### config.mk
export PLATFORM = sky130hd
export DESIGN_NAME = ts_over_rtp_pcr_and_pid_classifier
export DESIGN_NICKNAME = d
export VERILOG_FILES = /design/src/rtl/core/tsrpc_pkg.sv /design/src/rtl/core/ts_over_rtp_pcr_and_pid_classifier.sv
export SDC_FILE = /design/constraint.sdc
export NUM_CORES = 2
export LEC_CHECK = 0
export ABC_AREA = 0
export BUFFER_PORTS_ARGS = -buffer_cell sky130_fd_sc_hd__buf_2
export CAP_MARGIN = 20
export CELL_PAD_IN_SITES_DETAIL_PLACEMENT = 1
export CELL_PAD_IN_SITES_GLOBAL_PLACEMENT = 1
export CORE_ASPECT_RATIO = 1.25
export CORE_MARGIN = 5
export CORE_UTILIZATION = 29
export DETAILED_ROUTE_END_ITERATION = 8
export GPL_TIMING_DRIVEN = 0
export PLACE_DENSITY_LB_ADDON = 0.2
export SLEW_MARGIN = 5
export SYNTH_ARGS = -nofsm -noshare
export SYNTH_HDL_FRONTEND = slang
export SYNTH_SLANG_ARGS = --single-unit
### constraint.sdc
create_clock -name clk -period 6.9 [get_ports clk]
set_input_delay 0.345 -clock clk [delete_from_list [all_inputs] [get_ports clk]]
set_output_delay 0.345 -clock clk [all_outputs]
set_load 0.02 [all_outputs]
### src/rtl/core/tsrpc_pkg.sv
// ----------------------------------------------------------------------------
// tsrpc_pkg
// Shared types and constants for the TS-over-RTP PCR and PID classifier.
// ----------------------------------------------------------------------------
`default_nettype none

package tsrpc_pkg;

  // TS header size and the PCR byte window inside a TS packet
  localparam int unsigned TS_HEADER_BYTES = 4;
  localparam logic [7:0]  PCR_FIRST_POS   = 8'(TS_HEADER_BYTES + 2);
  localparam logic [7:0]  PCR_LAST_POS    = 8'(TS_HEADER_BYTES + 7);
  localparam logic [7:0]  PID_HI_POS      = 8'd1;
  localparam logic [7:0]  PID_LO_POS      = 8'd2;

  // register reset values
  localparam logic [7:0]  RTP_HDR_LEN_RST = 8'd12;
  localparam logic [12:0] PCR_PID_RST     = 13'h1000;
  localparam logic [12:0] VIDEO_PID_RST   = 13'h1011;
  localparam logic [12:0] AUDIO_PID_RST   = 13'h1100;

  // ms = (base*300 + ext) / 27000 = base/90 + carry, base/90 = (base>>1)/45
  localparam logic [15:0] EXT_SCALE       = 16'd300;
  localparam logic [15:0] MS_DIVISOR      = 16'd27000;
  localparam logic [13:0] BASE_DIVISOR    = 14'd90;
  // ceil(2^38/45) = 2^32 + DIV45_MAGIC_LO, exact for all 32-bit dividends
  localparam logic [30:0] DIV45_MAGIC_LO  = 31'd1813430637;
  localparam int unsigned DIV45_SHIFT     = 38;

  typedef enum logic [1:0] {
    CFG_RTP_HDR_LEN = 2'd0,
    CFG_PCR_PID     = 2'd1,
    CFG_VIDEO_PID   = 2'd2,
    CFG_AUDIO_PID   = 2'd3
  } cfg_idx_t;

  typedef enum logic [1:0] {
    KIND_NONE  = 2'd0,
    KIND_VIDEO = 2'd1,
    KIND_AUDIO = 2'd2
  } kind_t;

  // summary of one RTP packet, handed to the PCR conversion pipe
  typedef struct packed {
    kind_t       kind;
    logic        found;
    logic        err;
    logic [47:0] raw;
  } pkt_rec_t;

  typedef struct packed {
    kind_t       kind;
    logic        found;
    logic        err;
    logic [31:0] half_base;
    logic [6:0]  base_lo;
    logic [8:0]  ext;
    logic [62:0] prod;
  } mul_stage_t;

  typedef struct packed {
    kind_t       kind;
    logic        found;
    logic        err;
    logic [6:0]  base_lo;
    logic [8:0]  ext;
    logic [26:0] quot;
  } quot_stage_t;

  typedef struct packed {
    kind_t       kind;
    logic        found;
    logic        err;
    logic [8:0]  ext;
    logic [6:0]  rem;
    logic [26:0] quot;
  } rem_stage_t;

endpackage : tsrpc_pkg

`default_nettype wire

### src/rtl/core/ts_over_rtp_pcr_and_pid_classifier.sv
// ----------------------------------------------------------------------------
// ts_over_rtp_pcr_and_pid_classifier
// Walks an RTP packet carrying MPEG-2 TS, classifies it by PID and pulls PCR.
// ----------------------------------------------------------------------------
// Usage:
//   in_*  : one RTP packet byte per item, in_last_byte on the final byte.
//   cfg_* : register writes (header length, PCR/video/audio PID), always
//           ready; write only while the block is idle.
//   out_* : one result per RTP packet: kind, PCR found, PCR in ms, and a
//           length error when the payload is empty or not whole TS packets.
// Throughput: one byte per cycle while in_ready is high. Per-byte parsing is a position counter
//   and a few compares done in the accepting cycle.
// Pipe: the last byte's summary is registered in s1, then the PCR conversion
//   runs through a 4-register pipe (32x31 reciprocal multiply, add/shift,
//   remainder, carry) ending in the output register that drives out_valid.
// Stall: the conversion pipe is elastic, so bytes keep flowing while a result
//   waits; in_ready drops only when the pipe's first stage cannot drain.
// Reset: rst_n (sync, active low) restores register defaults, clears the
//   parse state and empties the pipe. Parse state also clears after each
//   last byte.
// ----------------------------------------------------------------------------
`default_nettype none

module ts_over_rtp_pcr_and_pid_classifier
  import tsrpc_pkg::*;
#(
  parameter int unsigned TS_PACKET_BYTES = 188
) (
  input  wire logic        clk,
  input  wire logic        rst_n,

  input  wire logic        in_valid,
  output logic             in_ready,
  input  wire logic [7:0]  in_data_byte,
  input  wire logic        in_last_byte,

  input  wire logic        cfg_valid,
  output logic             cfg_ready,
  input  wire logic [1:0]  cfg_index,
  input  wire logic [12:0] cfg_data,

  output logic             out_valid,
  input  wire logic        out_ready,
  output logic [1:0]       out_packet_kind,
  output logic             out_pcr_found,
  output logic [26:0]      out_pcr_millis,
  output logic             out_length_error
);

  localparam logic [8:0] TS_PKT_LEN = 9'(TS_PACKET_BYTES);

  // configuration
  logic [7:0]  rtp_hdr_len_r;
  logic [12:0] pcr_pid_r, video_pid_r, audio_pid_r;

  // parse state
  logic [7:0]  hdr_cnt_r, hdr_cnt_nxt;
  logic [7:0]  pos_r, pos_nxt;
  logic [4:0]  pid_hi_r, pid_hi_nxt;
  logic        active_r, active_nxt;
  logic [47:0] shift_r, shift_nxt;
  logic        done_r, done_nxt;
  kind_t       kind_r, kind_nxt;
  logic        seen_r, seen_nxt;

  // pipe
  logic        v1_r, v2_r, v3_r, v4_r, out_valid_r;
  pkt_rec_t    s1_r;
  mul_stage_t  s2_r;
  quot_stage_t s3_r;
  rem_stage_t  s4_r;
  kind_t       out_kind_r;
  logic        out_found_r, out_err_r;
  logic [26:0] out_ms_r;

  logic        accept, push;
  logic        mv1, mv2, mv3, mv4, out_free;
  logic [12:0] pid;
  logic [64:0] quot_sum;
  logic [13:0] a_times_90;
  logic [15:0] rem_scaled;

  assign cfg_ready = 1'b1;

  always_ff @(posedge clk) begin
    if (!rst_n) begin
      rtp_hdr_len_r <= RTP_HDR_LEN_RST;
      pcr_pid_r     <= PCR_PID_RST;
      video_pid_r   <= VIDEO_PID_RST;
      audio_pid_r   <= AUDIO_PID_RST;
    end else if (cfg_valid) begin
      case (cfg_idx_t'(cfg_index))
        CFG_RTP_HDR_LEN: rtp_hdr_len_r <= cfg_data[7:0];
        CFG_PCR_PID:     pcr_pid_r     <= cfg_data;
        CFG_VIDEO_PID:   video_pid_r   <= cfg_data;
        CFG_AUDIO_PID:   audio_pid_r   <= cfg_data;
        default: ;
      endcase
    end
  end

  // elastic pipe control
  assign out_free = !out_valid_r || out_ready;
  assign mv4      = v4_r && out_free;
  assign mv3      = v3_r && (!v4_r || mv4);
  assign mv2      = v2_r && (!v3_r || mv3);
  assign mv1      = v1_r && (!v2_r || mv2);
  assign in_ready = !v1_r || mv1;
  assign accept   = in_valid && in_ready;
  assign push     = accept && in_last_byte;

  assign pid = {pid_hi_r, in_data_byte};

  always_comb begin
    hdr_cnt_nxt = hdr_cnt_r;
    pos_nxt     = pos_r;
    pid_hi_nxt  = pid_hi_r;
    active_nxt  = active_r;
    shift_nxt   = shift_r;
    done_nxt    = done_r;
    kind_nxt    = kind_r;
    seen_nxt    = seen_r;
    if (hdr_cnt_r < rtp_hdr_len_r) begin
      hdr_cnt_nxt = hdr_cnt_r + 8'd1;
    end else begin
      seen_nxt = 1'b1;
      if (pos_r == PID_HI_POS) begin
        pid_hi_nxt = in_data_byte[4:0];
      end else if (pos_r == PID_LO_POS) begin
        if (!done_r && !active_r && pid == pcr_pid_r) active_nxt = 1'b1;
        if (kind_r == KIND_NONE) begin
          if (pid == video_pid_r)      kind_nxt = KIND_VIDEO;
          else if (pid == audio_pid_r) kind_nxt = KIND_AUDIO;
        end
      end
      if (active_nxt && pos_r >= PCR_FIRST_POS && pos_r <= PCR_LAST_POS) begin
        shift_nxt = {shift_r[39:0], in_data_byte};
        if (pos_r == PCR_LAST_POS) begin
          done_nxt   = 1'b1;
          active_nxt = 1'b0;
        end
      end
      if ({1'b0, pos_r} + 9'd1 >= TS_PKT_LEN) begin
        pos_nxt    = 8'd0;
        active_nxt = 1'b0;
      end else begin
        pos_nxt = pos_r + 8'd1;
      end
    end
  end

  always_ff @(posedge clk) begin
    if (!rst_n || push) begin
      hdr_cnt_r <= 8'd0;
      pos_r     <= 8'd0;
      pid_hi_r  <= 5'd0;
      active_r  <= 1'b0;
      shift_r   <= 48'd0;
      done_r    <= 1'b0;
      kind_r    <= KIND_NONE;
      seen_r    <= 1'b0;
    end else if (accept) begin
      hdr_cnt_r <= hdr_cnt_nxt;
      pos_r     <= pos_nxt;
      pid_hi_r  <= pid_hi_nxt;
      active_r  <= active_nxt;
      shift_r   <= shift_nxt;
      done_r    <= done_nxt;
      kind_r    <= kind_nxt;
      seen_r    <= seen_nxt;
    end
  end

  // valid bits
  always_ff @(posedge clk) begin
    if (!rst_n) begin
      v1_r        <= 1'b0;
      v2_r        <= 1'b0;
      v3_r        <= 1'b0;
      v4_r        <= 1'b0;
      out_valid_r <= 1'b0;
    end else begin
      v1_r        <= push || (v1_r && !mv1);
      v2_r        <= mv1  || (v2_r && !mv2);
      v3_r        <= mv2  || (v3_r && !mv3);
      v4_r        <= mv3  || (v4_r && !mv4);
      out_valid_r <= mv4  || (out_valid_r && !out_ready);
    end
  end

  // raw PCR: base = raw[47:15], ext = raw[8:0]
  assign quot_sum   = {1'b0, s2_r.half_base, 32'd0} + {2'b00, s2_r.prod};
  assign a_times_90 = 14'(s3_r.quot[6:0]) * BASE_DIVISOR;
  assign rem_scaled = 16'(s4_r.rem) * EXT_SCALE + 16'(s4_r.ext);

  always_ff @(posedge clk) begin
    if (push) begin
      s1_r.kind  <= kind_nxt;
      s1_r.found <= done_nxt;
      s1_r.err   <= !seen_nxt || (pos_nxt != 8'd0);
      s1_r.raw   <= shift_nxt;
    end
    if (mv1) begin
      s2_r.kind      <= s1_r.kind;
      s2_r.found     <= s1_r.found;
      s2_r.err       <= s1_r.err;
      s2_r.half_base <= s1_r.raw[47:16];
      s2_r.base_lo   <= s1_r.raw[21:15];
      s2_r.ext       <= s1_r.raw[8:0];
      s2_r.prod      <= 63'(s1_r.raw[47:16]) * 63'(DIV45_MAGIC_LO);
    end
    if (mv2) begin
      s3_r.kind    <= s2_r.kind;
      s3_r.found   <= s2_r.found;
      s3_r.err     <= s2_r.err;
      s3_r.base_lo <= s2_r.base_lo;
      s3_r.ext     <= s2_r.ext;
      s3_r.quot    <= quot_sum[DIV45_SHIFT +: 27];
    end
    if (mv3) begin
      s4_r.kind  <= s3_r.kind;
      s4_r.found <= s3_r.found;
      s4_r.err   <= s3_r.err;
      s4_r.ext   <= s3_r.ext;
      // remainder of base/90 is below 128, so low bits suffice
      s4_r.rem   <= s3_r.base_lo - a_times_90[6:0];
      s4_r.quot  <= s3_r.quot;
    end
    if (mv4) begin
      out_kind_r  <= s4_r.kind;
      out_found_r <= s4_r.found;
      out_err_r   <= s4_r.err;
      out_ms_r    <= !s4_r.found ? 27'd0 :
                     s4_r.quot + 27'(rem_scaled >= MS_DIVISOR);
    end
  end

  assign out_valid        = out_valid_r;
  assign out_packet_kind  = out_kind_r;
  assign out_pcr_found    = out_found_r;
  assign out_pcr_millis   = out_ms_r;
  assign out_length_error = out_err_r;

endmodule : ts_over_rtp_pcr_and_pid_classifier

`default_nettype wire

Yosys cells after proc, flatten, opt, wreduce, memory -nomap -nowiden
Index checks and enable logic that the tools add are counted.

Flip-flop bits (word level): 418. Input port bits: 29. Word-level logic and storage cells: 141.

$add $sub $neg: 7. Multipliers: 3. Order comparisons: 5. Equal/unequal tests: 9. Mux-type cells: 21. Bitwise gates (word level): 1. Reduce and logical (&&, ||, !) cells: 51.

Operator list (count): 2-to-1 mux 48 bit (2); adder 64 x 63 -> 65 bit (1); multiplier 32 x 31 -> 63 bit (second input constant) (1); == test 13 bit (3); adder 27 x 1 -> 27 bit (1); adder 16 x 9 -> 16 bit (1); adder 8 x 1 -> 8 bit (second input constant) (2); >= comparator 16 x 15 -> 1 bit (second input constant) (1); 2-to-1 mux 8 bit (2); logical AND 1 bit (15); logical NOT 1 bit (14); multiplier 7 x 7 -> 14 bit (second input constant) (1); logical OR 1 bit (12); 2-to-1 mux 2 bit (6); AND reduction 2 bit (6); 2-to-1 mux 1 bit (11); adder 8 x 1 -> 9 bit (second input constant) (1); >= comparator 9 x 8 -> 1 bit (second input constant) (1); == test 8 x 1 -> 1 bit (second input constant) (1); == test 8 x 2 -> 1 bit (second input constant) (1); == test 8 x 4 -> 1 bit (second input constant) (1); >= comparator 8 x 3 -> 1 bit (second input constant) (1); <= comparator 8 x 4 -> 1 bit (second input constant) (1); less-than comparator 8 bit (1); other kinds (8) (10).

Longest topological paths before layout
Depth after elaboration: 13. Mapped depth: 27. Gate-level depth less buffers: 27.

Worst setup path before layout
Ideal clock, no wire load.

Path type: register to register. From: register s1_r[22] (netlist bit). To: register s2_r[58] (netlist bit) (data pin). Arrival time: 6.667 ns. Required time: 6.635 ns. Path slack: -0.032 ns. Cell stages (with the launch flop): 25. Path buffers: 1. Clock period less this slack: 6.932 ns. Cells stage by stage: edfxtp_1 > ha_1 > clkbuf_1 > xor2_1 > ha_1 > ha_1 > xnor2_1 > fa_1 > inv_1 > fa_1 > fa_1 > fa_1 > inv_1 > fa_1 > inv_1 > ha_1 > a21oi_1 > o21ai_0 > a21oi_1 > o211ai_1 > a31o_2 > or3_1 > a21oi_1 > o21ai_0 > xor2_1.

Longest elaborated chain between the ends: 1.

Ends and longest elaborated chain: start, declared (RTL line ts_over_rtp_pcr_and_pid_classifier.sv:68) `pkt_rec_t s1_r;`; multiplier 32 x 31 -> 63 bit (RTL line ts_over_rtp_pcr_and_pid_classifier.sv:210) `s2_r.prod <= 63'(s1_r.raw[47:16]) * 63'(DIV45_MAGIC_LO);`; end, declared (RTL line ts_over_rtp_pcr_and_pid_classifier.sv:69) `mul_stage_t s2_r;`.

Every way passes these cells. A chain may end at the register's enable or synchronous reset.

Worst setup path in the final report
From: register s1_r[26] (netlist bit). To: register s2_r[55] (netlist bit) (data pin).

The elaborated chain is that of the path after synthesis.

==> flow_results.xml <==
<?xml version="1.0" encoding="UTF-8"?>
<metrics>
  <group name="floorplan">
    <metric name="num_rows" unit="">137</metric>
    <metric name="die_height" unit="um">384</metric>
    <metric name="core_region_area" unit="um2">111000</metric>
    <metric name="io-pin-count" unit="">63</metric>
    <metric name="initial_core_util" unit="">0.292</metric>
    <metric name="die-area" unit="um2">119000</metric>
    <metric name="chipWidth" unit="um">310</metric>
  </group>
  <group name="place">
    <metric name="dpl.hpwl" unit="um">80600</metric>
    <metric name="numPortBuffers" unit="">55</metric>
    <metric name="globalplace.congestion" unit="">0.845</metric>
    <metric name="place.detailed.instances" unit="">4541</metric>
  </group>
  <group name="clock_tree">
    <metric name="cts-buffers-inserted" unit="">44</metric>
    <metric name="clkSinkCount" unit="">366</metric>
    <metric name="tritoncts_clock_tree" unit="">built</metric>
    <metric name="ctsRootBufferMaster" unit="">sky130_fd_sc_hd__clkbuf_16</metric>
    <metric name="htreeDepth" unit="">2</metric>
    <metric name="clock_tree.buffer_depth" unit="">3</metric>
    <metric name="clkTransAtPathRegs" unit="ns">0.06</metric>
    <metric name="clk-insertion-delay-late" unit="ns">0.57</metric>
  </group>
  <group name="setup_path">
    <metric name="worst_setup_path_end_kind" unit="">flip-flop</metric>
    <metric name="worstSetupPathType" unit="">reg2reg</metric>
    <metric name="startpoint_type" unit="">flip-flop</metric>
    <metric name="peak_fanout_along_the_critical_path" unit="">5</metric>
    <metric name="worst-endpoint-arrival" unit="ns">7.24</metric>
    <metric name="required" unit="ns">7.21</metric>
  </group>
  <group name="grt">
    <metric name="antenna_found_initial" unit="">4</metric>
    <metric name="track_usage" unit="">0.169</metric>
    <metric name="gr-total-overflow" unit="">0</metric>
    <metric name="grt_first_pass_wirelength" unit="um">151000</metric>
    <metric name="first_global_vias" unit="">24300</metric>
    <metric name="largest_net_degree_at_the_start_of_global_routing" unit="">32</metric>
  </group>
  <group name="logic_synthesis">
    <metric name="netlist-cell-type-count" unit="">74</metric>
    <metric name="ys_dominant_reg_cell" unit="">sky130_fd_sc_hd__edfxtp_1</metric>
    <metric name="number_of_enable_flip_flop_cells_after_synthesis" unit="">240</metric>
    <metric name="synth_area" unit="um2">32500</metric>
    <metric name="synth.yosys.seq_area_share" unit="">0.299</metric>
    <metric name="yosysMostFrequentCell" unit="">sky130_fd_sc_hd__inv_1</metric>
    <metric name="synthesis.instances" unit="">3020</metric>
    <metric name="post_synth_most_frequent_cells" unit="">sky130_fd_sc_hd__inv_1, sky130_fd_sc_hd__ha_1, sky130_fd_sc_hd__fa_1</metric>
    <metric name="yosysWarningCount" unit="">0</metric>
    <metric name="asyncSetResetFlopFracSynth" unit="">0</metric>
    <metric name="netlist.area_leader.share" unit="">0.222</metric>
    <metric name="synth_area_per_cell" unit="um2">10.8</metric>
    <metric name="synth_nets" unit="">3858</metric>
    <metric name="synth_top_cells_by_area" unit="">sky130_fd_sc_hd__edfxtp_1, sky130_fd_sc_hd__fa_1, sky130_fd_sc_hd__ha_1, sky130_fd_sc_hd__dfxtp_1, sky130_fd_sc_hd__inv_1</metric>
    <metric name="synthDominantAreaCellType" unit="">sky130_fd_sc_hd__edfxtp_1</metric>
    <metric name="postSynthRegisterBits" unit="">366</metric>
  </group>
  <group name="detailed_routing">
    <metric name="wire_per_inst" unit="um">21.0</metric>
    <metric name="drt_iter0_markers" unit="">873</metric>
    <metric name="route.detailed.vias_per_inst" unit="">4.65</metric>
    <metric name="drcViolationCount" unit="">0</metric>
    <metric name="drt_first_pass_iters" unit="">5</metric>
    <metric name="detail-route-antenna-nets" unit="">0</metric>
    <metric name="detail_route.wirelength" unit="um">101000</metric>
    <metric name="dr_total_vias" unit="">22300</metric>
  </group>
  <group name="sta">
    <metric name="timing.slew.headroom" unit="">0.299</metric>
    <metric name="final_tns_setup" unit="ns">-0.0678</metric>
    <metric name="finalWorstSetupSlack" unit="ns">-0.0313</metric>
    <metric name="final.setup_skew" unit="ns">0.0303</metric>
    <metric name="report.final.slew_viol_count" unit="">0</metric>
    <metric name="rsz_0062_raised_after_global_routing" unit="">yes</metric>
    <metric name="setup_viol" unit="">3</metric>
    <metric name="min_period" unit="ns">6.93</metric>
    <metric name="timing.fmax" unit="MHz">144</metric>
    <metric name="timing.final.hold_violations" unit="">0</metric>
    <metric name="finalCritPeriodShare" unit="">1.00</metric>
    <metric name="max_slew.worst_pin.slew" unit="ns">1.04</metric>
  </group>
  <group name="cells_and_area">
    <metric name="seqCellArea" unit="um2">9730</metric>
    <metric name="layout-drive-gt1-share" unit="">0.183</metric>
    <metric name="areaGrowthSynthToFinish" unit="%">20.9</metric>
    <metric name="stdcell_count" unit="">4788</metric>
    <metric name="fill_cells" unit="">12300</metric>
    <metric name="multi_input_comb_area" unit="um2">22000</metric>
    <metric name="final_net_count" unit="">4131</metric>
  </group>
  <group name="min_path">
    <metric name="min-delay-path-class" unit="">in2reg</metric>
  </group>
  <group name="run_status">
    <metric name="violations" unit="">negative setup slack</metric>
    <metric name="run_status" unit="">finished, violations left</metric>
  </group>
  <group name="run">
    <metric name="max-cap-violations" unit="">0</metric>
  </group>
</metrics>
## timing repair
item	4_1_cts	5_1_grt
hold endpoints to repair	1	0
setup buffers	135	38
hold buffers	1	0
gates resized for setup	265	74
setup endpoints to repair	32	33
pin swaps	122	99
gates cloned	0	0
## area by class of cell
class	count	area share
multi-input cells	2017	0.560
clock inverters	18	0.00506
plain buffers	52	0.00605
diodes	1	0.0000637
well taps	1459	0.0464
inverters	581	0.0556
flip-flops and latches	366	0.248
clock buffers	63	0.0324
repair buffers	231	0.0468
## worst paths after layout
| path | cells past startpoint | slack (ns) | start | endpoint |
|---|---|---|---|---|
| max | 26 | -0.03 | s1_r[26]$_DFFE_PP_ | s2_r[55]$_DFFE_PP_ |
| min | 3 | 0.06 | cfg_data[12] | video_pid_r[12]$_SDFFE_PN1P_ |
| max reg2reg | 26 | -0.03 | s1_r[26]$_DFFE_PP_ | s2_r[55]$_DFFE_PP_ |
| min reg2reg | 0 | 0.40 | s3_r[10]$_DFFE_PP_ | s4_r[10]$_DFFE_PP_ |
## placed cells by master (no fill, tap or decap), drive strengths merged, types with 17 or more instances in the layout
master / n
a21o: 53
dfxtp: 126
o21ai: 75
mux2: 40
xnor2: 89
and3: 23
buf: 246
o21a: 17
ha: 478
fa: 331
and2: 38
nand3: 47
clkbuf: 99
nor2b: 28
nor2: 136
xor2: 76
nand2: 163
inv: 583
edfxtp: 240
nand4: 24
a21boi: 41
mux2i: 51
a21oi: 107
## metrics by stage
stage	setup WS, ns	hold slack, ns	utilization	instance area, um2
final	-0.0313	0.0568	0.353	39300
after global routing	-0.226	0.0403	0.353	39300
after CTS	-0.0493	0.0117	0.348	38800
after detailed placement	-2.32	0.406	0.312	34800
after global placement	-2.24	0.401	0.311	34600
after floorplan	0.0180	0.400	-	32500
## worst max-delay path, stage by stage, from the launching register on
cell	delay [ns]
sky130_fd_sc_hd__edfxtp_1	0.42
sky130_fd_sc_hd__buf_12	0.17
sky130_fd_sc_hd__buf_8	0.12
sky130_fd_sc_hd__ha_4	0.26
sky130_fd_sc_hd__buf_4	0.16
sky130_fd_sc_hd__ha_1	0.17
sky130_fd_sc_hd__or2_4	0.27
sky130_fd_sc_hd__fa_1	0.54
sky130_fd_sc_hd__inv_1	0.07
sky130_fd_sc_hd__fa_1	0.54
sky130_fd_sc_hd__inv_1	0.06
sky130_fd_sc_hd__fa_1	0.50
sky130_fd_sc_hd__fa_1	0.55
sky130_fd_sc_hd__inv_1	0.06
sky130_fd_sc_hd__fa_1	0.53
sky130_fd_sc_hd__inv_1	0.06
sky130_fd_sc_hd__ha_4	0.25
sky130_fd_sc_hd__ha_4	0.23
sky130_fd_sc_hd__a21o_1	0.16
sky130_fd_sc_hd__a21o_1	0.18
sky130_fd_sc_hd__a21o_1	0.21
sky130_fd_sc_hd__a221o_1	0.40
sky130_fd_sc_hd__nor4b_4	0.27
sky130_fd_sc_hd__a211oi_2	0.07
sky130_fd_sc_hd__buf_4	0.17
sky130_fd_sc_hd__a31oi_2	0.17
sky130_fd_sc_hd__xnor2_1	0.08
## routing by layer
metal	vias to the layer above	global-route usage	wire length, um
met5	-	0	0
met4	0	0.0491	3450
met3	138	0.0193	2600
met2	303	0.313	52400
met1	11200	0.206	42300
li1	10600	-	-
## state kept, by name (all words and copies together), names as in the netlist, 27 cells and up, named ones only
signal / cells
s4_r: 45
s1_r: 44
s2_r: 75
out_pcr_millis: 27
shift_r: 42
s3_r: 45
## cell families after synthesis
logic type / after synthesis / share of synthesized area
compound gates: 402 / 0.0814
xor+xnor: 165 / 0.0444
fa+ha+maj: 809 / 0.388
buf+inv: 637 / 0.0748
flops: 366 / 0.299
mux: 91 / 0.0295
other cells: 1 / 0.000115
simple gates: 549 / 0.0828
Power is left out: the tool's default activity adds up to more than one toggle a clock period on the data nets, which glitch-free logic cannot reach.
